[config.mk]
export PLATFORM = sky130hd
export DESIGN_NAME = websocket_frame_deframer_unit
export DESIGN_NICKNAME = d
export VERILOG_FILES = /design/src/wsfd_pkg.sv /design/src/websocket_frame_deframer_unit.sv /design/src/wsfd_front.sv /design/src/wsfd_queue.sv /design/src/wsfd_back.sv
export SDC_FILE = /design/constraint.sdc
export NUM_CORES = 1
export LEC_CHECK = 0
export BUFFER_PORTS_ARGS = -buffer_cell sky130_fd_sc_hd__buf_2
export CAP_MARGIN = 25
export CORE_ASPECT_RATIO = 1.4
export CORE_MARGIN = 4
export CORE_UTILIZATION = 40
export DETAILED_ROUTE_END_ITERATION = 7
export GPL_ROUTABILITY_DRIVEN = 0
export PLACE_DENSITY = 0.61
export SLEW_MARGIN = 20
export SYNTH_ARGS = -nofsm -noshare
export SYNTH_HDL_FRONTEND = slang
export SYNTH_SLANG_ARGS = --single-unit
[constraint.sdc]
create_clock -name clk_i -period 9.4 [get_ports clk_i]
set_input_delay 0.94 -clock clk_i [delete_from_list [all_inputs] [get_ports clk_i]]
set_output_delay 0.94 -clock clk_i [all_outputs]
set_load 0.02 [all_outputs]
[src/wsfd_pkg.sv]
// shared types, constants and helpers of the websocket frame deframer
package wsfd_pkg;

  localparam int unsigned CfgIdxW = 2;
  localparam logic [CfgIdxW-1:0] CFG_LIMITS_EN  = 2'd0;
  localparam logic [CfgIdxW-1:0] CFG_FRAME_LIM  = 2'd1;
  localparam logic [CfgIdxW-1:0] CFG_MSG_LIM    = 2'd2;

  localparam logic [31:0] FRAME_LIM_RESET = 32'd1048576;
  localparam logic [31:0] MSG_LIM_RESET   = 32'd4194304;

  localparam int unsigned QueueDepth = 2;

  localparam logic [1:0] KIND_DATA       = 2'd0;
  localparam logic [1:0] KIND_EMPTY      = 2'd1;
  localparam logic [1:0] KIND_PEER_CLOSE = 2'd2;
  localparam logic [1:0] KIND_VIOLATION  = 2'd3;

  localparam logic [1:0] CLASS_TEXT = 2'd0;
  localparam logic [1:0] CLASS_PING = 2'd2;

  localparam logic [3:0] OP_CONT   = 4'd0;
  localparam logic [3:0] OP_TEXT   = 4'd1;
  localparam logic [3:0] OP_BINARY = 4'd2;
  localparam logic [3:0] OP_CLOSE  = 4'd8;
  localparam logic [3:0] OP_PING   = 4'd9;
  localparam logic [3:0] OP_PONG   = 4'd10;

  localparam logic [15:0] CODE_NORMAL   = 16'd1000;
  localparam logic [15:0] CODE_PROTOCOL = 16'd1002;
  localparam logic [15:0] CODE_TOO_BIG  = 16'd1009;

  typedef struct packed {
    logic [1:0]  kind;
    logic [7:0]  data;
    logic [1:0]  cls;
    logic        lf;
    logic        lm;
    logic [15:0] code;
  } word_t;

  typedef struct packed {
    logic [1:0]  kind;
    logic [15:0] code;
  } close_ans_t;

  // answer to a peer close once its payload is in
  function automatic close_ans_t close_answer(input logic [63:0] len,
                                              input logic [15:0] c);
    close_ans_t a;
    a.kind = KIND_PEER_CLOSE;
    a.code = c;
    if (len == 64'd0) begin
      a.code = CODE_NORMAL;
    end else if (len == 64'd1) begin
      a.kind = KIND_VIOLATION;
      a.code = CODE_PROTOCOL;
    end else if (c < 16'd1000 || (c > 16'd1003 && c < 16'd1007) ||
                 (c > 16'd1011 && c < 16'd3000) || c > 16'd4999) begin
      a.kind = KIND_VIOLATION;
      a.code = CODE_PROTOCOL;
    end
    return a;
  endfunction

endpackage

[src/websocket_frame_deframer_unit.sv]
// top level of the websocket frame deframer
// Usage: received connection bytes arrive on rx_byte_i with in_valid_i; a
// byte is taken at a clock edge where in_valid_i is high and in_stall_o low.
// Each byte gives at most one output word (result_kind_o and the fields with
// it) on out_valid_o, taken when out_stall_i is low.
// Throughput is one byte per cycle while in_stall_o is low: header parsing,
// limit checks and unmasking are all decided in the cycle the byte is taken.
// From byte to word: the parser writes a two-entry word queue at the edge
// that takes the byte, and the output register loads from the queue when
// it holds no word or its word is taken, raising out_valid_o.
// When the receiver stalls, words collect in the queue; in_stall_o rises
// once the queue is full and falls the cycle after a word moves on.
// Configuration (limits enable, frame limit, message limit) is written via
// cfg_we_i / cfg_index_i / cfg_data_i while the block is idle.
// Reset clears the parser to expect a frame header, opens the stream and
// loads the default limits; after any close all further bytes are taken
// and dropped until the next reset.
module websocket_frame_deframer_unit (
  input  logic        clk_i,
  input  logic        rst_ni,
  input  logic        in_valid_i,
  output logic        in_stall_o,
  input  logic [7:0]  rx_byte_i,
  output logic        out_valid_o,
  input  logic        out_stall_i,
  output logic [1:0]  result_kind_o,
  output logic [7:0]  data_byte_o,
  output logic [1:0]  msg_class_o,
  output logic        last_of_frame_o,
  output logic        last_of_message_o,
  output logic [15:0] close_code_o,
  input  logic        cfg_we_i,
  input  logic [wsfd_pkg::CfgIdxW-1:0] cfg_index_i,
  input  logic [31:0] cfg_data_i
);

  logic        limits_en_q;
  logic [31:0] frame_lim_q, msg_lim_q;
  logic        acc, push, pop, q_empty, q_full;
  wsfd_pkg::word_t fw, qw, ow;

  always_ff @(posedge clk_i or negedge rst_ni) begin
    if (!rst_ni) begin
      limits_en_q <= 1'b1;
      frame_lim_q <= wsfd_pkg::FRAME_LIM_RESET;
      msg_lim_q   <= wsfd_pkg::MSG_LIM_RESET;
    end else if (cfg_we_i) begin
      unique case (cfg_index_i)
        wsfd_pkg::CFG_LIMITS_EN: limits_en_q <= cfg_data_i[0];
        wsfd_pkg::CFG_FRAME_LIM: frame_lim_q <= cfg_data_i;
        wsfd_pkg::CFG_MSG_LIM:   msg_lim_q   <= cfg_data_i;
        default: ;
      endcase
    end
  end

  assign in_stall_o = q_full;
  assign acc = in_valid_i && !q_full;

  wsfd_front u_front (
    .clk_i, .rst_ni, .acc_i(acc), .rx_byte_i,
    .limits_en_i(limits_en_q), .frame_lim_i(frame_lim_q), .msg_lim_i(msg_lim_q),
    .push_o(push), .word_o(fw)
  );

  wsfd_queue #(.Depth(wsfd_pkg::QueueDepth)) u_queue (
    .clk_i, .rst_ni, .push_i(push), .wdata_i(fw), .pop_i(pop),
    .rdata_o(qw), .empty_o(q_empty), .full_o(q_full)
  );

  wsfd_back u_back (
    .clk_i, .rst_ni, .q_empty_i(q_empty), .q_word_i(qw), .q_pop_o(pop),
    .out_stall_i, .out_valid_o, .out_word_o(ow)
  );

  assign result_kind_o     = ow.kind;
  assign data_byte_o       = ow.data;
  assign msg_class_o       = ow.cls;
  assign last_of_frame_o   = ow.lf;
  assign last_of_message_o = ow.lm;
  assign close_code_o      = ow.code;

endmodule

[src/wsfd_front.sv]
// front end: header parser, rule checks and payload unmasking, one byte a cycle
module wsfd_front (
  input  logic                 clk_i,
  input  logic                 rst_ni,
  input  logic                 acc_i,
  input  logic [7:0]           rx_byte_i,
  input  logic                 limits_en_i,
  input  logic [31:0]          frame_lim_i,
  input  logic [31:0]          msg_lim_i,
  output logic                 push_o,
  output wsfd_pkg::word_t      word_o
);

  typedef enum logic [2:0] {
    PH_HDR0, PH_HDR1, PH_EXTLEN, PH_MASK, PH_PAYLOAD
  } phase_e;

  phase_e      phase_q, phase_d;
  logic [3:0]  cnt_q, cnt_d;
  logic        final_q, final_d;
  logic [3:0]  op_q, op_d;
  logic        masked_q, masked_d;
  logic [63:0] fl_q, fl_d;
  logic [63:0] rem_q, rem_d;
  logic [31:0] key_q, key_d;
  logic [1:0]  midx_q, midx_d;
  logic        frag_q, frag_d;
  logic        bin_q, bin_d;
  logic [63:0] tot_q, tot_d;
  logic [15:0] cc_q, cc_d;
  logic        closed_q, closed_d;

  logic        after_len, do_finish, last;
  logic [64:0] sum;
  logic [7:0]  kbyte, dbyte;
  logic [63:0] pos;
  wsfd_pkg::close_ans_t ans;
  wsfd_pkg::word_t w;
  logic        wv;

  always_comb begin
    phase_d = phase_q; cnt_d = cnt_q; final_d = final_q; op_d = op_q;
    masked_d = masked_q; fl_d = fl_q; rem_d = rem_q; key_d = key_q;
    midx_d = midx_q; frag_d = frag_q; bin_d = bin_q; tot_d = tot_q;
    cc_d = cc_q; closed_d = closed_q;
    after_len = 1'b0; do_finish = 1'b0; last = 1'b0;
    w = '0; wv = 1'b0;
    sum = 65'd0; kbyte = 8'd0; dbyte = 8'd0; pos = 64'd0; ans = '0;
    if (!closed_q) begin
      unique case (phase_q)
        PH_HDR0: begin
          if (rx_byte_i[6:4] != 3'd0 ||
              (rx_byte_i[3:0] >= 4'd3 && rx_byte_i[3:0] <= 4'd7) ||
              rx_byte_i[3:0] >= 4'd11) begin
            closed_d = 1'b1; wv = 1'b1;
            w.kind = wsfd_pkg::KIND_VIOLATION; w.code = wsfd_pkg::CODE_PROTOCOL;
          end else begin
            final_d = rx_byte_i[7];
            op_d = rx_byte_i[3:0];
            phase_d = PH_HDR1;
          end
        end
        PH_HDR1: begin
          masked_d = rx_byte_i[7];
          if (rx_byte_i[6:0] >= 7'd126) begin
            fl_d = 64'd0;
            cnt_d = (rx_byte_i[6:0] == 7'd126) ? 4'd2 : 4'd8;
            phase_d = PH_EXTLEN;
          end else begin
            fl_d = {57'd0, rx_byte_i[6:0]};
            after_len = 1'b1;
          end
        end
        PH_EXTLEN: begin
          fl_d = {fl_q[55:0], rx_byte_i};
          cnt_d = cnt_q - 4'd1;
          after_len = (cnt_d == 4'd0);
        end
        PH_MASK: begin
          key_d = {key_q[23:0], rx_byte_i};
          cnt_d = cnt_q - 4'd1;
          do_finish = (cnt_d == 4'd0);
        end
        PH_PAYLOAD: begin
          pos = fl_q - rem_q;
          if (masked_q) begin
            unique case (midx_q)
              2'd0: kbyte = key_q[31:24];
              2'd1: kbyte = key_q[23:16];
              2'd2: kbyte = key_q[15:8];
              default: kbyte = key_q[7:0];
            endcase
          end
          dbyte = rx_byte_i ^ kbyte;
          midx_d = midx_q + 2'd1;
          rem_d = rem_q - 64'd1;
          last = (rem_d == 64'd0);
          if (last) phase_d = PH_HDR0;
          if (op_q == wsfd_pkg::OP_CLOSE) begin
            if (pos == 64'd0) cc_d = {dbyte, 8'd0};
            else if (pos == 64'd1) cc_d = {cc_q[15:8], dbyte};
            if (last) begin
              ans = wsfd_pkg::close_answer(fl_q, cc_d);
              closed_d = 1'b1; wv = 1'b1; w.kind = ans.kind; w.code = ans.code;
            end
          end else if (op_q == wsfd_pkg::OP_PING) begin
            wv = 1'b1; w.kind = wsfd_pkg::KIND_DATA; w.data = dbyte;
            w.cls = wsfd_pkg::CLASS_PING; w.lf = last; w.lm = last;
          end else if (op_q != wsfd_pkg::OP_PONG) begin
            wv = 1'b1; w.kind = wsfd_pkg::KIND_DATA; w.data = dbyte;
            w.cls = {1'b0, bin_q}; w.lf = last; w.lm = last & final_q;
          end
        end
        default: phase_d = PH_HDR0;
      endcase

      if (after_len) begin
        if (masked_d) begin
          key_d = 32'd0; cnt_d = 4'd4; phase_d = PH_MASK;
        end else begin
          do_finish = 1'b1;
        end
      end

      if (do_finish) begin
        midx_d = 2'd0; rem_d = fl_d; cc_d = 16'd0;
        sum = {1'b0, tot_q} + {1'b0, fl_d};
        if (op_q == wsfd_pkg::OP_CONT) tot_d = sum[64] ? '1 : sum[63:0];
        priority if (limits_en_i && fl_d > {32'd0, frame_lim_i}) begin
          closed_d = 1'b1; wv = 1'b1;
          w.kind = wsfd_pkg::KIND_VIOLATION; w.code = wsfd_pkg::CODE_TOO_BIG;
        end else if (limits_en_i && tot_d > {32'd0, msg_lim_i}) begin
          closed_d = 1'b1; wv = 1'b1;
          w.kind = wsfd_pkg::KIND_VIOLATION; w.code = wsfd_pkg::CODE_TOO_BIG;
        end else if ((frag_q && (op_q == wsfd_pkg::OP_TEXT || op_q == wsfd_pkg::OP_BINARY))
                     || (op_q[3] && !final_q) || (op_q[3] && fl_d > 64'd125)
                     || (op_q == wsfd_pkg::OP_CONT && !frag_q)) begin
          closed_d = 1'b1; wv = 1'b1;
          w.kind = wsfd_pkg::KIND_VIOLATION; w.code = wsfd_pkg::CODE_PROTOCOL;
        end else begin
          if (op_q == wsfd_pkg::OP_TEXT || op_q == wsfd_pkg::OP_BINARY) begin
            bin_d = (op_q == wsfd_pkg::OP_BINARY);
            if (final_q) begin
              tot_d = 64'd0;
            end else begin
              frag_d = 1'b1; tot_d = fl_d;
            end
          end else if (op_q == wsfd_pkg::OP_CONT && final_q) begin
            frag_d = 1'b0; tot_d = 64'd0;
          end
          if (fl_d == 64'd0) begin
            phase_d = PH_HDR0;
            // empty frame marker (none for a pong), or an immediate close answer
            if (op_q == wsfd_pkg::OP_PING) begin
              wv = 1'b1; w.kind = wsfd_pkg::KIND_EMPTY; w.cls = wsfd_pkg::CLASS_PING;
              w.lf = 1'b1; w.lm = 1'b1;
            end else if (op_q == wsfd_pkg::OP_CLOSE) begin
              closed_d = 1'b1; wv = 1'b1;
              w.kind = wsfd_pkg::KIND_PEER_CLOSE; w.code = wsfd_pkg::CODE_NORMAL;
            end else if (op_q != wsfd_pkg::OP_PONG) begin
              wv = 1'b1; w.kind = wsfd_pkg::KIND_EMPTY; w.cls = {1'b0, bin_d};
              w.lf = 1'b1; w.lm = final_q;
            end
          end else begin
            phase_d = PH_PAYLOAD;
          end
        end
      end
    end
  end

  assign push_o = acc_i && wv;
  assign word_o = w;

  always_ff @(posedge clk_i or negedge rst_ni) begin
    if (!rst_ni) begin
      phase_q <= PH_HDR0; cnt_q <= '0; final_q <= 1'b0; op_q <= '0;
      masked_q <= 1'b0; fl_q <= '0; rem_q <= '0; key_q <= '0; midx_q <= '0;
      frag_q <= 1'b0; bin_q <= 1'b0; tot_q <= '0; cc_q <= '0; closed_q <= 1'b0;
    end else if (acc_i) begin
      phase_q <= phase_d; cnt_q <= cnt_d; final_q <= final_d; op_q <= op_d;
      masked_q <= masked_d; fl_q <= fl_d; rem_q <= rem_d; key_q <= key_d;
      midx_q <= midx_d; frag_q <= frag_d; bin_q <= bin_d; tot_q <= tot_d;
      cc_q <= cc_d; closed_q <= closed_d;
    end
  end

  a_closed_sticks: assert property (@(posedge clk_i) disable iff (!rst_ni)
    closed_q |=> closed_q) else $error("closed stream reopened");
  a_no_word_closed: assert property (@(posedge clk_i) disable iff (!rst_ni)
    closed_q |-> !push_o) else $error("word produced after close");
  a_payload_left: assert property (@(posedge clk_i) disable iff (!rst_ni)
    (phase_q == PH_PAYLOAD && !closed_q) |-> rem_q != 64'd0)
    else $error("payload phase with nothing left");

endmodule

[src/wsfd_queue.sv]
// short word queue between parser and output stage
module wsfd_queue #(
  parameter int unsigned Depth = wsfd_pkg::QueueDepth
) (
  input  logic            clk_i,
  input  logic            rst_ni,
  input  logic            push_i,
  input  wsfd_pkg::word_t wdata_i,
  input  logic            pop_i,
  output wsfd_pkg::word_t rdata_o,
  output logic            empty_o,
  output logic            full_o
);

  localparam int unsigned PtrW = (Depth > 1) ? $clog2(Depth) : 1;

  wsfd_pkg::word_t mem_q [Depth];
  logic [PtrW-1:0] wptr_q, rptr_q;
  logic [PtrW:0]   cnt_q;

  assign empty_o = (cnt_q == '0);
  assign full_o  = (cnt_q == (PtrW+1)'(Depth));
  assign rdata_o = mem_q[rptr_q];

  always_ff @(posedge clk_i) begin
    if (push_i) mem_q[wptr_q] <= wdata_i;
  end

  always_ff @(posedge clk_i or negedge rst_ni) begin
    if (!rst_ni) begin
      wptr_q <= '0;
      rptr_q <= '0;
      cnt_q  <= '0;
    end else begin
      if (push_i) wptr_q <= (wptr_q == PtrW'(Depth - 1)) ? '0 : wptr_q + 1'b1;
      if (pop_i)  rptr_q <= (rptr_q == PtrW'(Depth - 1)) ? '0 : rptr_q + 1'b1;
      cnt_q <= cnt_q + (PtrW+1)'(push_i) - (PtrW+1)'(pop_i);
    end
  end

  a_no_overflow: assert property (@(posedge clk_i) disable iff (!rst_ni)
    full_o |-> !push_i || pop_i) else $error("queue overflow");
  a_no_underflow: assert property (@(posedge clk_i) disable iff (!rst_ni)
    empty_o |-> !pop_i) else $error("queue underflow");

endmodule

[src/wsfd_back.sv]
// back end: output register that hands queued words to the receiver
module wsfd_back (
  input  logic            clk_i,
  input  logic            rst_ni,
  input  logic            q_empty_i,
  input  wsfd_pkg::word_t q_word_i,
  output logic            q_pop_o,
  input  logic            out_stall_i,
  output logic            out_valid_o,
  output wsfd_pkg::word_t out_word_o
);

  logic            valid_q;
  wsfd_pkg::word_t word_q;

  assign q_pop_o     = !q_empty_i && (!valid_q || !out_stall_i);
  assign out_valid_o = valid_q;
  assign out_word_o  = word_q;

  always_ff @(posedge clk_i or negedge rst_ni) begin
    if (!rst_ni) begin
      valid_q <= 1'b0;
    end else if (!valid_q || !out_stall_i) begin
      valid_q <= !q_empty_i;
    end
  end

  always_ff @(posedge clk_i) begin
    if (q_pop_o) word_q <= q_word_i;
  end

endmodule

==> reports/summary.md <==
The run finished with clean final reports. The routed layout has 35414 vias. After filler insertion, the fill cell instance count of the layout stands at 8322. The all-layer global routing usage was 0.286; the cell count after synthesis was 4296. In this run, post-CTS hold repair placed 0 buffers.

The critical path is of the register to register type. Across the whole layout, storage elements account for 10900 sq um. The most common cell in the synthesized netlist is sky130_fd_sc_hd__nand2_1. The pre-antenna-repair detailed-routing pass consisted of 8 iterations. The count of clock tree sinks came out at 418. The mean routed wirelength per cell is 24.8 um. After layout, the design draws a total of 4420 uW. CTS placed an instance of sky130_fd_sc_hd__clkbuf_16 at the clock tree root. The worst path in the final design needs a cycle of 8.62 ns, including I/O delays and setup.

The global-route congestion overflow total was 0. In this run the horizontal extent of the chip is 256 um. The area fraction of the dominant cell type after synthesis came out at 0.237. Clock-pin slew was measured on the worst setup and hold paths at 0.07 ns. The longest clock path from root to sink contains 3 buffers. The number of hold violations in the final report was 0. Final design utilization: 0.448.

STA classifies the critical path startpoint as a register. The proportion of synthesized area in mux cells came out at 0.0418. The number of cells upsized or downsized after cts is 0, and the clock insertion delay at the later pin of the skew report is 0.63 ns.

The number of nets at the end of the flow was 4579. The maximum resistive drop on vdd is 0.000144 V, and the post-CTS setup-driven buffer insertion count is 0. Number of global-route vias before repair: 33238.

Placed standard-cell area: 36300 sq um. Across all hold checks on the routed design, the worst slack comes to 0.313 ns. The area growth from synthesis to layout is 10.4%. In the final layout, the multi-input gates occupy 21700 sq um. The startpoint identified for the worst register-to-register timing path is u_front.phase_q[0]$_DFFE_PN0P_.

In this run the tool buffered the top-level ports with 78 buffer cells. For the H-tree depth reported by CTS, the log shows 2. Cell type with the highest aggregate area in the netlist: sky130_fd_sc_hd__dfrtp_1.

After synthesis the cells add up to 34300 sq um. The detailed-route vias per instance is 6.50. In the post-synthesis netlist, the biggest area contributors are sky130_fd_sc_hd__dfrtp_1 (24%), sky130_fd_sc_hd__edfxtp_1 (7.9%), sky130_fd_sc_hd__ha_1 (7.3%). Number of DRC markers in iteration 0: 3954. The worst hold path belongs to the class input pin to async pin.

The sum of routed wire length over all layers was 135000 um; the share of flip-flops with an asynchronous set or reset after synthesis was 0.785. TritonCTS built the clock tree. The tools report the endpoint type of the worst setup path as a register.

The HPWL after detailed placement was 104000 um. For the final max-slew violation count, the log shows 0. The register area share after synthesis is 0.318.

The run gives 0 as the antenna diode instance count. The tools report the max-slew headroom at the worst pin as 0.181. The floorplan step defined a die boundary enclosing 90600 sq um.

Setup total negative slack on the finished layout was measured at 0 ns. Among all flip-flop cells after synthesis, the most frequent one is sky130_fd_sc_hd__dfrtp_1. Data arrives at the worst endpoint at 9.16 ns. The maximum operating frequency was 0.116 GHz.

The count of unique library cells instantiated by Yosys was 102. The tools report the setup-violating endpoint count in the final report as 0. The die boundary height was 355 um; the number of buffers inserted during clock tree synthesis was 45.

The number of antenna violations at the first check in global routing was 1; the longest individual stage delay on the worst path was 0.55 ns. The simple-gate portion of the synthesized area came out at 0.218. The first-pass GRT wire length is 204000 um. For the placement row count, the log shows 126. The post-synthesis area per instance works out to 7.99 sq um. The run gives 0 as the number of warnings reported in the yosys synthesis log. Complex-gate fraction of the synthesized area: 0.269. Across the run, the number of max-cap violations was 0. Launch point of the critical path: u_front.phase_q[0]$_DFFE_PN0P_.

After routing the design area is 37900 sq um. The required time at the worst-slack endpoint was 9.94 ns. The share of layout cells above drive strength 1 was 0.106; the I/O pin count was 79.

The share of the synthesized netlist area taken by xor and xnor gates was 0.0257; the effective utilization at floorplan was 0.405. The largest individual stage delay along the critical path comes from the cell sky130_fd_sc_hd__or3b_4. The core region is 84700 sq um. The number of synthesized flops with an enable pin works out to 90. Entering global routing, the biggest net connects 144 pins. Summed over all cells, the static leakage comes to 0.0158 uW. After synthesis, the largest family of logic cells by area is compound AO/OA/AOI/OAI gates. The fraction of the cycle the final worst path needs came out at 0.917. Counting instances in the post-synthesis netlist gives the leading cell types as sky130_fd_sc_hd__nand2_1 (486), sky130_fd_sc_hd__a21oi_1 (401), sky130_fd_sc_hd__o21ai_0 (382), sky130_fd_sc_hd__nor2_1 (331), sky130_fd_sc_hd__dfrtp_1 (325). Setup repair after global routing left no endpoint under its margin. The number of DRC violations after detailed routing came out at 0. The post-synthesis adder-cell area fraction was 0.0744; the transition at the pin with the smallest max-transition slack was 1.22 ns.

Counting flops and latches in the post-synthesis netlist gives 418. The total power density per cell area was 117 nW/um^2. In this run the worst path has a maximum fanout of 23. The detail route stage leaves a number of antenna-violating nets equal to 0. The final worst clock skew was 0.0241 ns.
layout by cell type (no fill, tap or decap), types with 25 or more instances in the layout:
master                      synthesis  routed
sky130_fd_sc_hd__xnor2_1           58      58
sky130_fd_sc_hd__mux2_2           108     108
sky130_fd_sc_hd__o22ai_1           36      36
sky130_fd_sc_hd__o21ai_0          382     382
sky130_fd_sc_hd__a21o_1            49      49
sky130_fd_sc_hd__nor4_1            79      77
sky130_fd_sc_hd__o21a_1            40      40
sky130_fd_sc_hd__nand4_1          114     114
sky130_fd_sc_hd__nor2_1           331     324
sky130_fd_sc_hd__inv_1            253     253
sky130_fd_sc_hd__or3_1             50      50
sky130_fd_sc_hd__nand3_1          106     106
sky130_fd_sc_hd__o211ai_1          38      38
sky130_fd_sc_hd__a2bb2oi_1         43      43
sky130_fd_sc_hd__nor3_1           124     123
sky130_fd_sc_hd__a31oi_1           42      42
sky130_fd_sc_hd__clkbuf_16          0      45
sky130_fd_sc_hd__a22o_1            25      25
sky130_fd_sc_hd__a21oi_1          401     398
sky130_fd_sc_hd__buf_4              1     118
sky130_fd_sc_hd__xor2_1            41      41
sky130_fd_sc_hd__and2_1            30      30
sky130_fd_sc_hd__and4_1            26      26
sky130_fd_sc_hd__a211oi_1          39      39
sky130_fd_sc_hd__nand2b_1          34      33
sky130_fd_sc_hd__edfxtp_1          90      90
sky130_fd_sc_hd__buf_2             12      77
sky130_fd_sc_hd__ha_1             201     201
sky130_fd_sc_hd__nand2_1          486     484
sky130_fd_sc_hd__dfrtp_1          325     325
sky130_fd_sc_hd__a22oi_1           71      71
cell families after synthesis:
kind of cell,after synthesis
adders and majority gates,203
other,1
xor gates and xnor gates,100
AOI/OAI and AO/OA,1445
muxes,130
and+or+nand+nor,1521
buffers and inverters,478
DFF,418
per-layer routing:
| layer | GRT usage | up-vias | share of wire |
|---|---|---|---|
| met4 | 0.205 | 2 | 0.089 |
| met3 | 0.0359 | 512 | 0.073 |
| met5 | 0 | - | 0.000096 |
| met2 | 0.468 | 1873 | 0.45 |
| met1 | 0.348 | 16921 | 0.38 |
| li1 | - | 16106 | - |
layout make-up:
class	instances	area share
clock buffer	61	0.0339
timing repair buffer	205	0.0383
inverter	254	0.0251
sequential	418	0.288
multi-input combinational	3405	0.573
clock inverter	21	0.00571
tap	1088	0.0359
where the power goes:
group          switching (uW)  internal [uW]
sequential               46.5           1980
clock                     829           1030
combinational             325            207
total                    1200           3220
state kept, by name, summed over array words and instances, names as in the netlist, 2 cells and up:
signal	cells
u_front.fl_q	64
u_front.rem_q	64
u_front.tot_q	64
u_queue.mem_q	60
frame_lim_q	32
msg_lim_q	32
u_front.key_q	32
u_back.out_word_o	30
u_front.cc_q	16
u_front.cnt_q	4
u_front.op_q	4
u_front.phase_q	3
u_front.midx_q	2
u_queue.cnt_q	2
worst max-delay path: cells and delay by family (launching register included):
family | cells | cell delay (ns)
compound gates | 18 | 5.12
fa+ha+maj | 2 | 0.64
buf+inv | 5 | 1.08
flops | 1 | 0.51
simple gates | 4 | 1.11
final timing paths:
path | to | slack, ns | cells past startpoint
max in group asynchronous | u_front.key_q[9]$_DFFE_PN0P_ | 6.87 | 3
min in group clk_i | frame_lim_q[6]$_DFFE_PN0P_ | 0.50 | 1
hold reg to reg | frame_lim_q[6]$_DFFE_PN0P_ | 0.50 | 1
setup reg to reg | u_front.tot_q[4]$_DFFE_PN0P_ | 0.78 | 29
setup / recovery | u_front.tot_q[4]$_DFFE_PN0P_ | 0.78 | 29
hold / removal | frame_lim_q[7]$_DFFE_PN0P_ | 0.31 | 1
per-stage QoR:
step,std cells,worst slack [ns]
global placement,5366,0.761
floorplan,4301,1.32
detailed placement,5366,0.678
CTS,5448,0.950
finish,5452,0.780
global route,5452,0.303
No activity file was read; power rests on OpenSTA's default activity.
